### src/rtl/core/uv_sphere_mesh_generator_assert.svh
// Assertion macros shared by the sphere mesh RTL.
// Each expects clk and rst in scope.
`ifndef UV_SPHERE_MESH_GENERATOR_ASSERT_SVH
`define UV_SPHERE_MESH_GENERATOR_ASSERT_SVH

// Condition implies consequence in the same cycle
`define UVS_ASSERT_IMP(lbl, ante, cons) \
  lbl: assert property (@(posedge clk) disable iff (rst) (ante) |-> (cons)) \
    else $error("uvs assertion failed");

// Condition implies consequence in the next cycle
`define UVS_ASSERT_NEXT(lbl, ante, cons) \
  lbl: assert property (@(posedge clk) disable iff (rst) (ante) |=> (cons)) \
    else $error("uvs assertion failed");

`endif

### src/rtl/core/uvs_pkg.sv
package uvs_pkg;

  // Input transaction
  typedef struct packed {
    logic       func;
    logic [7:0] ring;
    logic [7:0] segment;
  } in_item_t;

  // Output transaction
  typedef struct packed {
    logic signed [15:0] pos_x;
    logic signed [15:0] pos_y;
    logic signed [15:0] pos_z;
    logic signed [15:0] nrm_x;
    logic signed [15:0] nrm_y;
    logic signed [15:0] nrm_z;
    logic [15:0]        tex_u;
    logic [15:0]        tex_v;
    logic [15:0]        index_value;
    logic               last;
    logic               error;
  } out_item_t;

  // Classified item held in the queue
  typedef struct packed {
    logic       func;
    logic [7:0] ring;
    logic [7:0] segment;
    logic       err;
  } q_item_t;

  // Queue head as seen by the back end
  typedef struct packed {
    logic    valid;
    q_item_t item;
  } q_head_t;

  localparam logic FUNC_VERTEX = 1'b0;
  localparam logic FUNC_CELL   = 1'b1;

  localparam int QDEPTH = 4;
  localparam int QAW    = 2;

  localparam logic [2:0] LAST_BEAT = 3'd5;

  // Sine core
  localparam int          SIN_LAT     = 16;
  localparam int          NTERMS      = 6;
  localparam logic [30:0] ONE_Q30     = 31'h4000_0000;
  localparam logic [30:0] HALF_PI_Q30 = 31'd1686629713;

  // Exact reciprocals for the Taylor divisors 156, 110, 72, 42, 20, 6 over 32-bit values
  localparam logic [32:0] RECIP [NTERMS] = '{
    33'd7048151461, 33'd4997780127, 33'd7635497416,
    33'd6544712071, 33'd6871947674, 33'd5726623062
  };
  localparam int RSHIFT [NTERMS] = '{40, 39, 39, 38, 37, 35};

endpackage

### src/rtl/core/uvs_front.sv
`include "uv_sphere_mesh_generator_assert.svh"

module uvs_front (
  input  logic               clk,
  input  logic               rst,
  input  logic [7:0]         resolution,
  input  logic               in_valid,
  output logic               in_ready,
  input  uvs_pkg::in_item_t  in_data,
  input  logic               pop,
  output uvs_pkg::q_head_t   head
);
  import uvs_pkg::*;

  q_item_t        mem [QDEPTH];
  logic [QAW-1:0] wr_ptr;
  logic [QAW-1:0] rd_ptr;
  logic [QAW:0]   count;
  logic           push;
  q_item_t        cls;

  assign in_ready = (count != QAW'(0) + (QAW+1)'(QDEPTH));
  assign push     = in_valid && in_ready;

  // Range check against the current resolution
  always_comb begin
    cls.func    = in_data.func;
    cls.ring    = in_data.ring;
    cls.segment = in_data.segment;
    if (in_data.func == FUNC_CELL) begin
      cls.err = (in_data.ring >= resolution) || (in_data.segment >= resolution);
    end else begin
      cls.err = (in_data.ring > resolution) || (in_data.segment >= resolution);
    end
  end

  always_ff @(posedge clk) begin
    if (push) begin
      mem[wr_ptr] <= cls;
    end
  end

  // Queue pointers
  always_ff @(posedge clk) begin
    if (rst) begin
      wr_ptr <= '0;
      rd_ptr <= '0;
      count  <= '0;
    end else begin
      if (push) wr_ptr <= wr_ptr + QAW'(1);
      if (pop)  rd_ptr <= rd_ptr + QAW'(1);
      if (push && !pop) begin
        count <= count + (QAW+1)'(1);
      end else if (pop && !push) begin
        count <= count - (QAW+1)'(1);
      end
    end
  end

  assign head.valid = (count != '0);
  assign head.item  = mem[rd_ptr];

  `UVS_ASSERT_IMP(a_pop_nonempty, pop, count != '0)
  `UVS_ASSERT_NEXT(a_push_grows, push && !pop, count == $past(count) + (QAW+1)'(1))
  `UVS_ASSERT_IMP(a_full_block, count == (QAW+1)'(QDEPTH), !in_ready)

endmodule

### config.mk
export PLATFORM = sky130hd
export DESIGN_NAME = uvs_front
export DESIGN_NICKNAME = d
export VERILOG_FILES = /design/src/rtl/core/uvs_pkg.sv /design/src/rtl/core/uvs_front.sv
export VERILOG_INCLUDE_DIRS = /design/src /design/src/rtl/core
export SDC_FILE = /design/constraint.sdc
export NUM_CORES = 1
export LEC_CHECK = 0
export BUFFER_PORTS_ARGS = -buffer_cell sky130_fd_sc_hd__buf_2
export CORE_MARGIN = 8
export CORE_UTILIZATION = 47
export CTS_BUF_LIST = sky130_fd_sc_hd__clkbuf_4 sky130_fd_sc_hd__clkbuf_8 sky130_fd_sc_hd__clkbuf_16
export DETAILED_ROUTE_END_ITERATION = 8
export PLACE_DENSITY_LB_ADDON = 0.08
export SKIP_CTS_REPAIR_TIMING = 1
export SYNTH_ARGS = -nofsm -noshare
export SYNTH_HDL_FRONTEND = slang
export SYNTH_SLANG_ARGS = --single-unit
### constraint.sdc
create_clock -name clk -period 2.55 [get_ports clk]
set_input_delay 0.255 -clock clk [delete_from_list [all_inputs] [get_ports clk]]
set_output_delay 0.255 -clock clk [all_outputs]
set_load 0.005 [all_outputs]
==> results of run 1 <==
==> worst paths after layout <==
kind,end,startpoint,cells past startpoint
worst max register to register,count[2],count[0],8
worst min register to register,count[2],count[2],2
worst min-delay path,mem[1][1],in_data[0],1
worst max-delay path,count[2],count[0],8
==> flip-flops by register name (all words and copies together), names as in the netlist, named ones only <==
register	cells
count	3
rd_ptr	2
wr_ptr	2
mem	72
==> final cells by class <==
| cell class | count | area [sq um] |
|---|---|---|
| inverter | 14 | 52.6 |
| multi-input combinational | 89 | 986 |
| tap | 99 | 124 |
| sequential | 81 | 2340 |
| fill | 597 | 3150 |
| clock buffer | 11 | 139 |
| timing repair buffer | 54 | 285 |
| clock inverter | 5 | 56.3 |
==> logic make-up after synthesis <==
| family | after synthesis | share of synthesized area |
|---|---|---|
| muxes | 20 | 0.124 |
| and+or+nand+nor | 25 | 0.0347 |
| buffers and inverters | 19 | 0.0271 |
| AOI/OAI and AO/OA | 17 | 0.0337 |
| xor gates and xnor gates | 5 | 0.0128 |
| adders and majority gates | 22 | 0.0827 |
| DFF | 81 | 0.685 |
==> synthesized netlist by cell type, types with 2 or more instances <==
master and count:
a211o_1 2, a21oi_1 5, and2_1 4, dfxtp_1 9
edfxtp_1 72, ha_1 21, inv_1 14, mux2i_1 2
mux4_2 18, nand2_1 4, nand4_1 2, nor2_1 10
nor3_1 2, o21ai_0 3, or3_1 2, xnor2_1 2
xor2_1 3
==> worst max-delay path, stage by stage, from the launching register on <==
cell and delay [ns]:
dfxtp_1 0.41, nor2_1 0.09, a21boi_2 0.28, ha_1 0.24, inv_1 0.06, fa_1 0.37
xor2_1 0.16, or3_1 0.30, a21oi_1 0.13
==> metal layers <==
layer	routed length [um]	part of all wire
met3	229	0.037
met1	2790	0.45
met4	85	0.014
met5	0	0
met2	3070	0.50
==> power groups by stage <==
stage                     registers (W)  clock network [W]  logic, W
after floorplan                 0.00167                  0  0.000338
after global placement          0.00168                  0  0.000542
after detailed placement        0.00168                  0  0.000538
after CTS                       0.00165           0.000933  0.000543
after global routing            0.00167           0.000988  0.000596
final                           0.00165           0.000909  0.000526
==> per-stage QoR <==
step	power [W]	instance area, sq um	worst slack [ns]
6_report	0.00309	3990	0.445
5_1_grt	0.00325	3990	0.286
4_1_cts	0.00313	3990	0.418
3_5_place_dp	0.00222	3790	0.434
3_3_place_gp	0.00222	3790	0.489
2_1_floorplan	0.00201	3420	0.574
==> results.md, run 1 <==
* Slew Limit Fails at 0
* CP endpoint kind: flip-flop
* Vias per cell at about 5.0
* Initial core utilization at 0.479
* CTS Buf Count at 9
* Top_reg_cell synth: edfxtp_1
* Gr usage total at 0.134
* CP Class: flip-flop to flip-flop
* RSZ-0062 raised after global routing: false
* Synth top area cells: edfxtp_1 (63%), mux4_2 (12%), ha_1 (7.7%)
* Combinational share of power at 0.170
* Sequential share of the synthesized area at 0.685
* Root buf cell: clkbuf_8
* Netlist cell types at 31
* Psw at approximately 0.00076 W
* Max Buffers Root-to-Sink at 2
* GR Util met3 at 0.0433
* Post-synth EDFFs at 72
* Commonest non-fill, non-tap cell in the layout: edfxtp_1
* Final ANT Viol Nets at 0
* Drt first-iter violations at 67
* Status: finished, final reports clean
* Leak at ~1.5 nW
* VDD IR max at between 0.4 and 0.5 mV
* TNS Setup at 0 ns
* WL per Instance at 17.5 um
* Syn_nets at 240
* Routed via count at about 1.8k
* Post-Syn Instances at approximately 190
* Fin util at 0.558
* Period utilisation layout at 0.826
* Gr busiest metal: met2
* GR Layer Usage met1 at 0.160
* Core ar. at approximately 7000 sq um
* Core Rows at 31
* NumNets Final at 300
* Yosys warnings at 0
* Cell count after placement at 337
* Max-Slew Margin vs Limit at 0.747
* Final Hold Vio Count at 0
* Worst Tran Pin Value at between 0.3 and 0.4 ns
* Latest clock arrival within the worst-skew pair at 0.35 ns
* Avg Cell Area, Syn at about 18 sq um
* Max Cap Violations at 0
* Die width at between 100 and 150 um
* Power per standard cell area at around 770 nW/um^2
* Global placement routability congestion at just over 0.7
* Area leader, netlist: edfxtp_1
* DIE AREA at 10,300 sq um
* IO Port Bufs at 48
* Internal power at roughly 0.0023 W
* Commonest cells after routing, fill and taps aside: edfxtp_1 (72), buf_2 (48), ha_1 (21)
* GR Layer Usage met2 at 0.221
* Sequential power share at 0.535
* CP Max Fanout at 7
* Fin Clk Skew at 0.00897 ns
* Drt drc at 0
* # diodes at 0
* Synth Cell Area at 3420 sq um
* Critical Path RT at ~2.8 ns
* Startpoint types: flip-flop
* First-pass DRT Iterations at 4
* Final min period at between 2 and 2.5 ns
* Area delta synth->final at 16.5%
* Largest net degree at the start of global routing at 19
* First-pass GRT wire length at 10,100 um
* CTS tree: done
* Ports at between 40 and 50
* Clk sinks at about 80
* Synth async-reset ratio at 0
* Layout cell share with drive strength beyond 1 at 0.358
* Post-synth top area share at 0.632
* Final Non-Filler Cells at between 300 and 400
* Min-Delay Path Class: primary input to flip-flop
* Hold WS at between 0.1 and 0.15 ns
* Initial antenna violation count at 0
* Clock Power Share at 0.295
* Peak Freq at approximately 0.48 GHz
* Die Span Y at ~100 um
* WL final at between 6000 and 7000 um
* Max H-tree Level at 3
* GR Overflow Total at 0
* Worst-path clk slew at 0.08 ns
* Final setup viols at 0
* Setup slack, reg-to-reg at between 0.4 and 0.5 ns
* WP data arrival at approximately 2.4 ns
* Switch share at 0.246
* Synth Register Bits at 81
* Number of global-route vias before repair at 2,006
* DP HPWL at around 4000 um
Power figures use the tool's default switching activity.
==> run 2: changes to the inputs <==
Clock period 2.55 ns to 1.9 ns, I/O delays scaled along.
==> run 2 against run 1 <==
Sequential cell count stayed put; clock power is 41% higher; global-route usage down 0.32 points; critical endpoint unchanged; utilization rose by 1.6 points; routed wire length grew 0.71%; die area unchanged; largest cell class unchanged; combinational power is 48% higher; critical path type unchanged; count of clock-buffer cells in the layout decreased by 2; non-clock buffer count grew 6.
==> results.md, run 2 (synthesis gave the netlist of run 1 again) <==
* Worst Tran Pin Value at 0.277 ns (-0.103 ns)
* Min-Delay Startpoint: in_data[8]
* Status: finished, final reports clean
* Min-Delay Path Class: primary input to flip-flop
* Root buf cell: clkbuf_8
* Number of global-route vias before repair at 1,941 (-3.2%)
* CP Class: flip-flop to flip-flop
* Largest Register: mem
* Startpoint types: flip-flop
* Critical Path RT at 2.18 ns (-0.65 ns)
* RSZ-0062 raised after global routing: true
* Max H-tree Level at 3 (unchanged)
* Pre-CTS setup slack at 0.0863 ns (-0.348 ns)
* Latest clock arrival within the worst-skew pair at 0.34 ns (about the same)
* Core Rows at 31 (unchanged)
* Max Cap Violations at 0 (unchanged)
* Drt first-iter violations at 74 (+10%)
* DP HPWL at 4320 um (+5.2%)
* DIE AREA at 10,300 sq um (unchanged)
* Cell count of the worst reg-to-reg path at 8 (unchanged)
* WL final at 6220 um (+0.71%)
* First-pass DRT Iterations at 4 (unchanged)
* CP endpoint kind: flip-flop
* Initial core utilization at 0.479 (unchanged)
* Gr usage total at 0.131 (-0.00319)
* Final min period at 1.82 ns (-0.286 ns)
* Peak Freq at 0.550 GHz (+16%)
* Hold Path End: mem[0][9]
* Fin worst setup slack at 0.0806 ns (-0.364 ns)
* Final ANT Viol Nets at 0 (unchanged)
* Initial antenna violation count at 0 (unchanged)
* CP Max Fanout at 4 (-3)
* Power per standard cell area at 1040 nW/um^2 (+35%)
* Global placement routability congestion at 0.688 (-2.6%)
* Slew Limit Fails at 0 (unchanged)
* Largest net degree at the start of global routing at 19 (unchanged)
* Clk sinks at 81 (unchanged)
* Layout cell share with drive strength beyond 1 at 0.404 (+0.0456)
* Final Non-Filler Cells at 359 (+1.7%)
* GR Overflow Total at 0 (unchanged)
* # diodes at 0 (unchanged)
* Fin Clk Skew at 0.00513 ns (-0.00384 ns)
* IO Port Bufs at 48 (unchanged)
* Leak at 1.54 nW (+2.7%)
* CTS Buf Count at 9 (unchanged)
* First-pass GRT wire length at 9870 um (-2.4%)
* VDD IR max at 0.523 mV (+25%)
* Routed via count at 1,776 (+0.97%)
* WHS Path Cells at 1 (unchanged)
* NumNets Final at 306 (+2.0%)
* Core ar. at 7140 sq um (unchanged)
* WL per Instance at 17.3 um (-0.97%)
* Die Span Y at 101 um (unchanged)
* Vias per cell at 4.95 (-0.72%)
* Setup slack, reg-to-reg at 0.08 ns (-0.36 ns)
* Commonest non-fill, non-tap cell in the layout: edfxtp_1
* Final Hold Vio Count at 0 (unchanged)
* Final setup viols at 0 (unchanged)
* Period utilisation layout at 0.958 (+0.132)
* Ports at 49 (unchanged)
* Max-Slew Margin vs Limit at 0.816 (+0.0685)
* Worst-path clk slew at 0.09 ns (about the same)
* CTS tree: done
* WP data arrival at 2.10 ns (-0.28 ns)
* Commonest cells after routing, fill and taps aside: edfxtp_1 (72), buf_2 (48), ha_1 (20)
* FF-to-FF End: count[2]
* Drt drc at 0 (unchanged)
* Number of flip-flops in the largest register at 72 (unchanged)
* Cell count after placement at 342 (+1.5%)
* Area delta synth->final at 19.8%
* RR Startpoint: count[1]
* Max Buffers Root-to-Sink at 2 (unchanged)
* Biggest regs: mem: 72 flops, count: 3 flops
* Die width at 101 um (unchanged)
[run 2: cell count changes in the layout (fill, tap and decap cells not counted), moves of 2 or more]
| cell | previous run | this run |
|---|---|---|
| buf_4 | 6 | 9 |
| buf_12 | 0 | 2 |
| dfxtp_2 | 0 | 2 |
| clkbuf_4 | 2 | 0 |
| dfxtp_1 | 9 | 6 |
[run 2: through the flow]
step                TNS, ns  hold slack [ns]  total power (W)  instance area, sq um  utilization
CTS                       0           0.0521          0.00431                  4060        0.569
finish                    0           0.0692          0.00428                  4100        0.574
global route        -0.0610           0.0550          0.00449                  4100        0.574
floorplan                 0            0.289          0.00270                  3430            -
detailed placement        0            0.425          0.00304                  3860        0.541
global placement          0            0.419          0.00303                  3860        0.541
[run 2: cell type report]
class                   instances  area (sq um)
clock buffers                   9           124
flip-flops and latches         81          2350
multi-input cells              89           997
repair buffers                 60           373
well taps                      99           124
clock inverters                 7          78.8
inverters                      14          52.6
fillers                       609          3040
[run 2: power by group]
group	switching, W	internal, W	leakage, nW
Clock	0.000655	0.000621	0.0977
Sequential	0.0000700	0.00215	0.735
Combinational	0.000386	0.000395	0.705
[run 2: critical path: stages, from the launching register on]
cell and delay, ns:
dfxtp_4 0.38, nor2_2 0.05, a21boi_2 0.16, ha_2 0.22
inv_2 0.04, fa_2 0.33, xor2_1 0.15, or3_1 0.32
a21oi_2 0.13
[run 2: how the worst max path moves through the flow]
| stage | end | cells past startpoint | startpoint |
|---|---|---|---|
| finish | count[2] | 8 | count[1] |
| global route | count[2] | 8 | count[1] |
| CTS | head[0] | 3 | flip-flop |
| detailed placement | count[2] | 8 | count[1] |
| global placement | mem[3][0] | 7 | resolution[5] |
| floorplan | count[2] | 8 | count[0] |
[run 2: per-layer routing]
metal / vias up / GRT usage / share of wire
li1: 866 / - / -
met1: 862 / 0.157 / 0.44
met2: 41 / 0.210 / 0.49
met3: 7 / 0.0392 / 0.054
met4: 0 / 0.0653 / 0.014
met5: - / 0 / 0
